$ cat src/rtl/core/rpn_pkg.sv
`default_nettype none
package rpn_pkg;
	localparam int unsigned StackDepthDef = 128;
	localparam int unsigned DataW = 64;
	localparam int unsigned OpW = 3;
	localparam int unsigned DepthOutW = 8;

	typedef enum logic [2:0] {
		OP_PUSH = 3'd0,
		OP_ADD  = 3'd1,
		OP_SUB  = 3'd2,
		OP_MUL  = 3'd3,
		OP_DIV  = 3'd4,
		OP_MOD  = 3'd5,
		OP_SHOW = 3'd6,
		OP_UNK  = 3'd7
	} op_t;

	typedef enum logic [3:0] {
		ST_IDLE,
		ST_POPB,
		ST_RDB,
		ST_POPA,
		ST_RDA,
		ST_EXEC,
		ST_RUN,
		ST_FIN,
		ST_PUSH,
		ST_OUT
	} state_t;

	typedef struct packed {
		logic start;
		op_t  op;
	} alu_cmd_t;

	typedef struct packed {
		logic busy;
		logic done;
		logic sat;
	} alu_stat_t;

	typedef struct packed {
		logic [DataW-1:0] shown_value;
		logic shown;
		logic underflow;
		logic full_drop;
		logic zero_divisor;
		logic saturated;
		logic unknown_op;
		logic [DepthOutW-1:0] depth_after;
	} result_t;

	typedef struct packed {
		op_t op;
		logic [DataW-1:0] number;
	} token_t;
endpackage
`default_nettype wire

$ cat src/rtl/core/rpn_alu.sv
`default_nettype none
// bit-serial arithmetic: add/sub one bit a cycle, shift-add multiply, restoring divide
module rpn_alu (
	input  wire logic clk,
	input  wire logic arst_n,
	input  wire rpn_pkg::alu_cmd_t cmd,
	input  wire logic [rpn_pkg::DataW-1:0] a,
	input  wire logic [rpn_pkg::DataW-1:0] b,
	output rpn_pkg::alu_stat_t stat,
	output logic [rpn_pkg::DataW-1:0] res
);
	localparam int unsigned W = rpn_pkg::DataW;
	localparam int unsigned CntW = 7;

	rpn_pkg::op_t op_q;
	logic busy_q, done_q;
	logic [CntW-1:0] cnt_q;
	logic [W-1:0] x_q, y_q, acc_q, q_q;
	logic [W:0] rem_q;
	logic [W+1:0] hi_q;
	logic carry_q, negr_q, nega_q, big_q, sat_q;
	logic [W-1:0] ma, mb;
	logic [W:0] rem_sh, rem_sub;
	logic [W+1:0] hi_add;
	logic sbit, cout;
	logic [W-1:0] clamp_v;
	logic clamp_s;
	logic [W-1:0] mag;
	logic b_sign_q;
	logic [W-1:0] res_q;
	logic clamp_s_mul;
	logic [W-1:0] clamp_v_mul;

	assign ma = a[W-1] ? (~a + 1'b1) : a;
	assign mb = b[W-1] ? (~b + 1'b1) : b;
	assign {cout, sbit} = {1'b0, x_q[0]} + {1'b0, y_q[0] ^ (op_q == rpn_pkg::OP_SUB)}
		+ {1'b0, carry_q};
	assign rem_sh = {rem_q[W-1:0], x_q[W-1]};
	assign rem_sub = rem_sh - {1'b0, y_q};
	assign hi_add = hi_q + (x_q[0] ? {2'b00, y_q} : '0);
	assign mag = (op_q == rpn_pkg::OP_MUL) ? {hi_q[W/2-1:0], acc_q[W-1:W/2]} : q_q;

	always_comb begin
		clamp_s = 1'b0;
		clamp_v = negr_q ? (~mag + 1'b1) : mag;
		if (negr_q) begin
			if (big_q || (mag[W-1] && mag[W-2:0] != '0)) begin
				clamp_s = 1'b1;
				clamp_v = {1'b1, {(W-1){1'b0}}};
			end
		end else if (big_q || mag[W-1]) begin
			clamp_s = 1'b1;
			clamp_v = {1'b0, {(W-1){1'b1}}};
		end
	end

	always_ff @(posedge clk or negedge arst_n) begin
		if (!arst_n) begin
			busy_q <= 1'b0;
			done_q <= 1'b0;
			cnt_q <= '0;
		end else begin
			done_q <= 1'b0;
			if (cmd.start) begin
				busy_q <= 1'b1;
				cnt_q <= '0;
			end else if (busy_q) begin
				cnt_q <= cnt_q + 1'b1;
				unique case (op_q)
					rpn_pkg::OP_DIV: if (cnt_q == CntW'(W + W/2 - 1)) begin
						busy_q <= 1'b0;
						done_q <= 1'b1;
					end
					rpn_pkg::OP_MOD: if (cnt_q == CntW'(W - 1)) begin
						busy_q <= 1'b0;
						done_q <= 1'b1;
					end
					default: if (cnt_q == CntW'(W)) begin
						busy_q <= 1'b0;
						done_q <= 1'b1;
					end
				endcase
			end
		end
	end

	always_ff @(posedge clk) begin
		if (cmd.start) begin
			op_q <= cmd.op;
			carry_q <= (cmd.op == rpn_pkg::OP_SUB);
			nega_q <= a[W-1];
			negr_q <= a[W-1] ^ b[W-1];
			big_q <= 1'b0;
			sat_q <= 1'b0;
			rem_q <= '0;
			hi_q <= '0;
			acc_q <= '0;
			q_q <= '0;
			if (cmd.op == rpn_pkg::OP_ADD || cmd.op == rpn_pkg::OP_SUB) begin
				x_q <= a;
				y_q <= b;
			end else begin
				x_q <= (cmd.op == rpn_pkg::OP_MUL) ? ma : ma;
				y_q <= mb;
			end
		end else if (busy_q) begin
			unique case (op_q)
				rpn_pkg::OP_ADD, rpn_pkg::OP_SUB: begin
					if (cnt_q < CntW'(W)) begin
						acc_q <= {sbit, acc_q[W-1:1]};
						carry_q <= cout;
						x_q <= {1'b0, x_q[W-1:1]};
						y_q <= {1'b0, y_q[W-1:1]};
					end else begin
						// overflow check on final signs
						if (nega_q == (b_sign_q ^ (op_q == rpn_pkg::OP_SUB))
							&& acc_q[W-1] != nega_q) begin
							sat_q <= 1'b1;
							res_q <= nega_q ? {1'b1, {(W-1){1'b0}}}
								: {1'b0, {(W-1){1'b1}}};
						end else begin
							res_q <= acc_q;
						end
					end
				end
				rpn_pkg::OP_MUL: begin
					if (cnt_q < CntW'(W)) begin
						acc_q <= {hi_add[0], acc_q[W-1:1]};
						hi_q <= {1'b0, hi_add[W+1:1]};
						x_q <= {1'b0, x_q[W-1:1]};
					end else begin
						big_q <= hi_q[W-1:W/2] != '0;
						sat_q <= clamp_s_mul;
						res_q <= clamp_v_mul;
					end
				end
				rpn_pkg::OP_DIV: begin
					x_q <= {x_q[W-2:0], 1'b0};
					if (!rem_sub[W]) begin
						rem_q <= rem_sub;
						if (cnt_q < CntW'(W/2)) big_q <= 1'b1;
						else q_q <= {q_q[W-2:0], 1'b1};
					end else begin
						rem_q <= rem_sh;
						if (cnt_q >= CntW'(W/2)) q_q <= {q_q[W-2:0], 1'b0};
					end
				end
				default: begin
					x_q <= {x_q[W-2:0], 1'b0};
					rem_q <= rem_sub[W] ? rem_sh : rem_sub;
				end
			endcase
		end
	end

	always_ff @(posedge clk) if (cmd.start) b_sign_q <= b[W-1];

	// multiply clamp uses live high word as overflow source
	always_comb begin
		logic [W-1:0] m;
		logic bg;
		m = {hi_q[W/2-1:0], acc_q[W-1:W/2]};
		bg = hi_q[W+1:W/2] != '0;
		clamp_s_mul = 1'b0;
		clamp_v_mul = negr_q ? (~m + 1'b1) : m;
		if (negr_q) begin
			if (bg || (m[W-1] && m[W-2:0] != '0)) begin
				clamp_s_mul = 1'b1;
				clamp_v_mul = {1'b1, {(W-1){1'b0}}};
			end
		end else if (bg || m[W-1]) begin
			clamp_s_mul = 1'b1;
			clamp_v_mul = {1'b0, {(W-1){1'b1}}};
		end
	end

	logic [W-1:0] mod_v;
	assign mod_v = nega_q ? (~rem_q[W-1:0] + 1'b1) : rem_q[W-1:0];

	always_comb begin
		stat.busy = busy_q;
		stat.done = done_q;
		unique case (op_q)
			rpn_pkg::OP_DIV: begin
				res = clamp_v;
				stat.sat = clamp_s;
			end
			rpn_pkg::OP_MOD: begin
				res = mod_v;
				stat.sat = 1'b0;
			end
			default: begin
				res = res_q;
				stat.sat = sat_q;
			end
		endcase
	end
endmodule
`default_nettype wire

$ cat config.mk
export PLATFORM = sky130hd
export DESIGN_NAME = rpn_alu
export DESIGN_NICKNAME = d
export VERILOG_FILES = /design/src/rtl/core/rpn_pkg.sv /design/src/rtl/core/rpn_alu.sv
export SDC_FILE = /design/constraint.sdc
export NUM_CORES = 2
export LEC_CHECK = 0
export BUFFER_PORTS_ARGS = -buffer_cell sky130_fd_sc_hd__buf_2
export CELL_PAD_IN_SITES_DETAIL_PLACEMENT = 1
export CELL_PAD_IN_SITES_GLOBAL_PLACEMENT = 1
export CORE_MARGIN = 2
export CORE_UTILIZATION = 45
export DETAILED_ROUTE_END_ITERATION = 8
export PLACE_DENSITY = 0.76
export SETUP_SLACK_MARGIN = 0.4
export SLEW_MARGIN = 10
export SYNTH_ARGS = -nofsm -noshare
export SYNTH_HDL_FRONTEND = slang
export SYNTH_SLANG_ARGS = --single-unit
$ cat constraint.sdc
create_clock -name clk -period 10.05 [get_ports clk]
set_clock_uncertainty 0.05 [all_clocks]
set_input_delay 0.5025 -clock clk [delete_from_list [all_inputs] [get_ports clk]]
set_output_delay 0.5025 -clock clk [all_outputs]
set_load 0.05 [all_outputs]
==> flow_summary_export.csv <==
group,metric,value,unit
sta,relSlewSlack,0.172,
detailed_routing,viasPerCell,6.42,
die,initial_core_util,0.452,
yosys,synth_compound_area_frac,0.256,
yosys,ys_ff_latch,467,
setup_path,path_buf_inv,2,
cells_and_area,drive_above_1_share,0.0897,
die,placementRows,105,
flow_run,maxCapViolations,0,
cells_and_area,fillers,10153,
placed_design,place.port_buffers,200,
sta,max_freq,0.147,GHz
worst_hold_path,hold_class,"input pin to register",
sta,tns,0,ps
setup_path,slowest_delay,720,ps
setup_path,path_class,"register to output port",
sta,rsz0062_at_grt,"no",
setup_path,worstPathArrival,6230,ps
clocking,cts_sinks,467,
clocking,clock_latency,670,ps
global_routing,grt_overflow,0,
clocking,clk_pin_slew,60,ps
global_routing,antenna_found_initial,0,
placed_design,placed_area,38400,um2
clocking,cts_tree,"done",
detailed_routing,via_count,38368,
detailed_routing,wirelength,152000,um
die,core-area,81600,um2
setup_path,cpMaxStageDelayCell,"nor4_4",
die,die_x,290,um
sta,min_period,6780,ps
yosys,synth-edff-count,199,
detailed_routing,drt_iter0_markers,3591,
clocking,ctsResizeCount,0,
cells_and_area,areaGrowthSynthToFinish,9.76,%
clocking,htreeDepth,2,
cells_and_area,final_nets,5129,
sta,finalHoldViolCount,0,
status,status,"finished clean",
detailed_routing,ant_nets,0,
yosys,synth_nets,5151,
clocking,clock_path_buffers,3,
yosys,ys_seq_area_frac,0.309,
setup_path,cp.required,9500,ps
sta,tightest_slew,1240,ps
yosys,yosys.area_share.xor_xnor,0.0767,
global_routing,grt_pass1_vias,37599,
yosys,syn_inst,4879,
sta,slew_violations,0,
global_routing,grt_max_degree,203,
sta,min_period_over_period,0.675,
yosys,synth_top_family_by_area,"compound AO/OA/AOI/OAI gates",
yosys,synth.area.mux_share,0.0428,
power_and_ir_drop,leakagePower,15.7,nW
setup_path,cp_max_fo,26,
setup_path,cp-start-kind,"register",
yosys,yosysUniqueCellTypes,102,
setup_path,crit_path_end_kind,"output port",
clocking,cts-root-buf,"clkbuf_16",
placed_design,hpwl,113000,um
die,die_h,290,um
yosys,synth_warnings,0,
setup_path,path_cells,"and3b_4 -> buf_4 -> mux2i_1 -> nand3_2 -> nor4_4 -> nand3_4 -> nor4_4 -> a31oi_4 -> a21o_4 -> a221oi_1 -> a221o_1 -> buf_2",
global_routing,globalRouteTotalUtil,0.348,
placed_design,routabilityCongestion,1.01,
die,io_pins,201,
global_routing,grt_first_pass_wirelength,231000,um
yosys,synthAdderAreaFrac,0.0477,
yosys,ys.flop_type,"dfxtp_1",
sta,setup_viol,0,
yosys,synth_area_per_cell,7.56,um2
yosys,async_reset_ff_frac,0.0193,
yosys,synth-simple-area-share,0.219,
detailed_routing,post_drt_wl_per_cell,25.4,um
detailed_routing,firstDrtPassIters,5,
yosys,syn_area,36900,um2
cells_and_area,fin_area,40500,um2
detailed_routing,drcViolationCount,0,
die,dieArea,84300,um2
power_and_ir_drop,cellPowerDensity,182,nW/um2
power_and_ir_drop,peakVddDrop,150,uV
clocking,numCtsBuffers,58,
setup_path,crit_family,"simple AND/OR/NAND/NOR gates",
setup_path,cp_common_cell,"nor4_4",
==> sequential cells by signal (all words and copies together), names as in the netlist <==
signal,cells
acc_q,64
b_sign_q,1
big_q,1
busy_q,1
carry_q,1
cnt_q,7
done_q,1
hi_q,65
nega_q,1
negr_q,1
op_q,3
q_q,64
rem_q,64
res_q,64
sat_q,1
x_q,64
y_q,64
==> metrics by stage <==
stage | setup WS (ps) | hold WS, ps | power [W] | std cells | util
after global placement | 4230 | 316 | 0.00499 | 5866 | 0.471
final | 3270 | 88.3 | 0.00736 | 5978 | 0.497
after detailed placement | 4060 | 312 | 0.00504 | 5866 | 0.471
after global routing | 3130 | 70.1 | 0.00767 | 5977 | 0.496
after floorplan | 3540 | 157 | 0.00414 | 4879 | -
after CTS | 3340 | 43.0 | 0.00730 | 5977 | 0.496
==> worst reg2reg max path, cell delays in order, from the launching register on <==
cell and delay, ps:
dfxtp_1 500, or3_1 500, or3_1 440, or4_1 600, nor4_2 690, nand4_1 270
a21o_1 250, buf_4 200, nand2_1 100, nand2_1 470, o21ai_0 670
==> routing by layer <==
| metal | routed length, um | vias up | GRT usage | part of all wire |
|---|---|---|---|---|
| li1 | - | 17615 | - | - |
| met2 | 69000 | 1462 | 0.562 | 0.45 |
| met5 | 0 | - | 0 | 0 |
| met3 | 10800 | 326 | 0.0499 | 0.071 |
| met1 | 65500 | 18965 | 0.470 | 0.43 |
| met4 | 6410 | 0 | 0.137 | 0.042 |
==> where the power goes <==
group	internal [W]	switching, W
combinational	0.000865	0.00184
sequential	0.00216	0.000228
clock	0.00132	0.000945
==> synth_stat cells (all sizes together) (26+ instances only) <==
cell / count / area share
inv: 131 / 0.013
xor2: 122 / 0.029
nand2: 772 / 0.079
or4: 36 / 0.0074
o21ai: 386 / 0.052
buf: 59 / 0.0082
a21o: 76 / 0.016
clkbuf: 276 / 0.028
edfxtp: 199 / 0.16
a21oi: 615 / 0.084
nand2b: 31 / 0.0053
mux2i: 132 / 0.038
xnor2: 201 / 0.048
nor3: 133 / 0.019
a211oi: 47 / 0.0096
o22ai: 26 / 0.0044
nor4: 48 / 0.0095
a221oi: 40 / 0.0097
nand3: 104 / 0.015
o211ai: 39 / 0.0081
a31oi: 52 / 0.0092
o41ai: 29 / 0.0069
nor2: 425 / 0.043
or3: 49 / 0.0083
dfxtp: 259 / 0.14
ha: 135 / 0.046
nand4: 61 / 0.011
o21a: 31 / 0.0063
o31ai: 63 / 0.013
==> cell type report <==
type                       count  area [um2]  share of cell area
clock buffer                  71        1640              0.0404
sequential                   467       11400               0.281
antenna                        1        2.50           0.0000618
timing repair buffer         253        1440              0.0355
multi-input combinational   3946       23800               0.588
tap                         1070        1340              0.0331
clock inverter                39         409              0.0101
inverter                     131         492              0.0121
==> what timing repair did <==
| action | 4_1_cts | 5_1_grt |
|---|---|---|
| endpoints found under the hold margin | 9 | 0 |
| hold buffers | 1 | 0 |
| setup buffers | 0 | 0 |
==> path summary, 6_finish.rpt <==
check,startpoint,end,slack [ps],depth (start not counted)
max in group asynchronous,arst_n,cnt_q[1],9580,2
hold / removal,cmd[1],op_q[1],90,1
setup / recovery,op_q[2],res[49],3270,12
setup reg to reg,acc_q[40],res_q[33],4990,10
min in group asynchronous,arst_n,cnt_q[2],150,2
hold reg to reg,acc_q[0],acc_q[0],410,2
==> logic make-up (layout without fill, tap and decap cells) <==
kind of cell	after synthesis	count (layout)
other	0	1
AO/OA/AOI/OAI	1559	1559
adder cells (fa/ha/maj)	139	139
flip-flops	467	467
AND/OR/NAND/NOR	1778	1778
multiplexers	147	147
XOR/XNOR	323	323
buffers and inverters	466	494
==> cells in the final DEF (no fill, tap or decap), types with 62 or more instances in the layout <==
master	n
nand2_1	769
a21oi_1	614
nor2_1	419
o21ai_0	348
dfxtp_1	259
xnor2_1	201
edfxtp_1	199
buf_2	199
ha_1	135
inv_1	129
nor3_1	127
xor2_1	122
mux2i_1	119
nand3_1	102
a21o_1	75
clkbuf_16	63
o31ai_1	62
(Power assumes the default switching activity.)
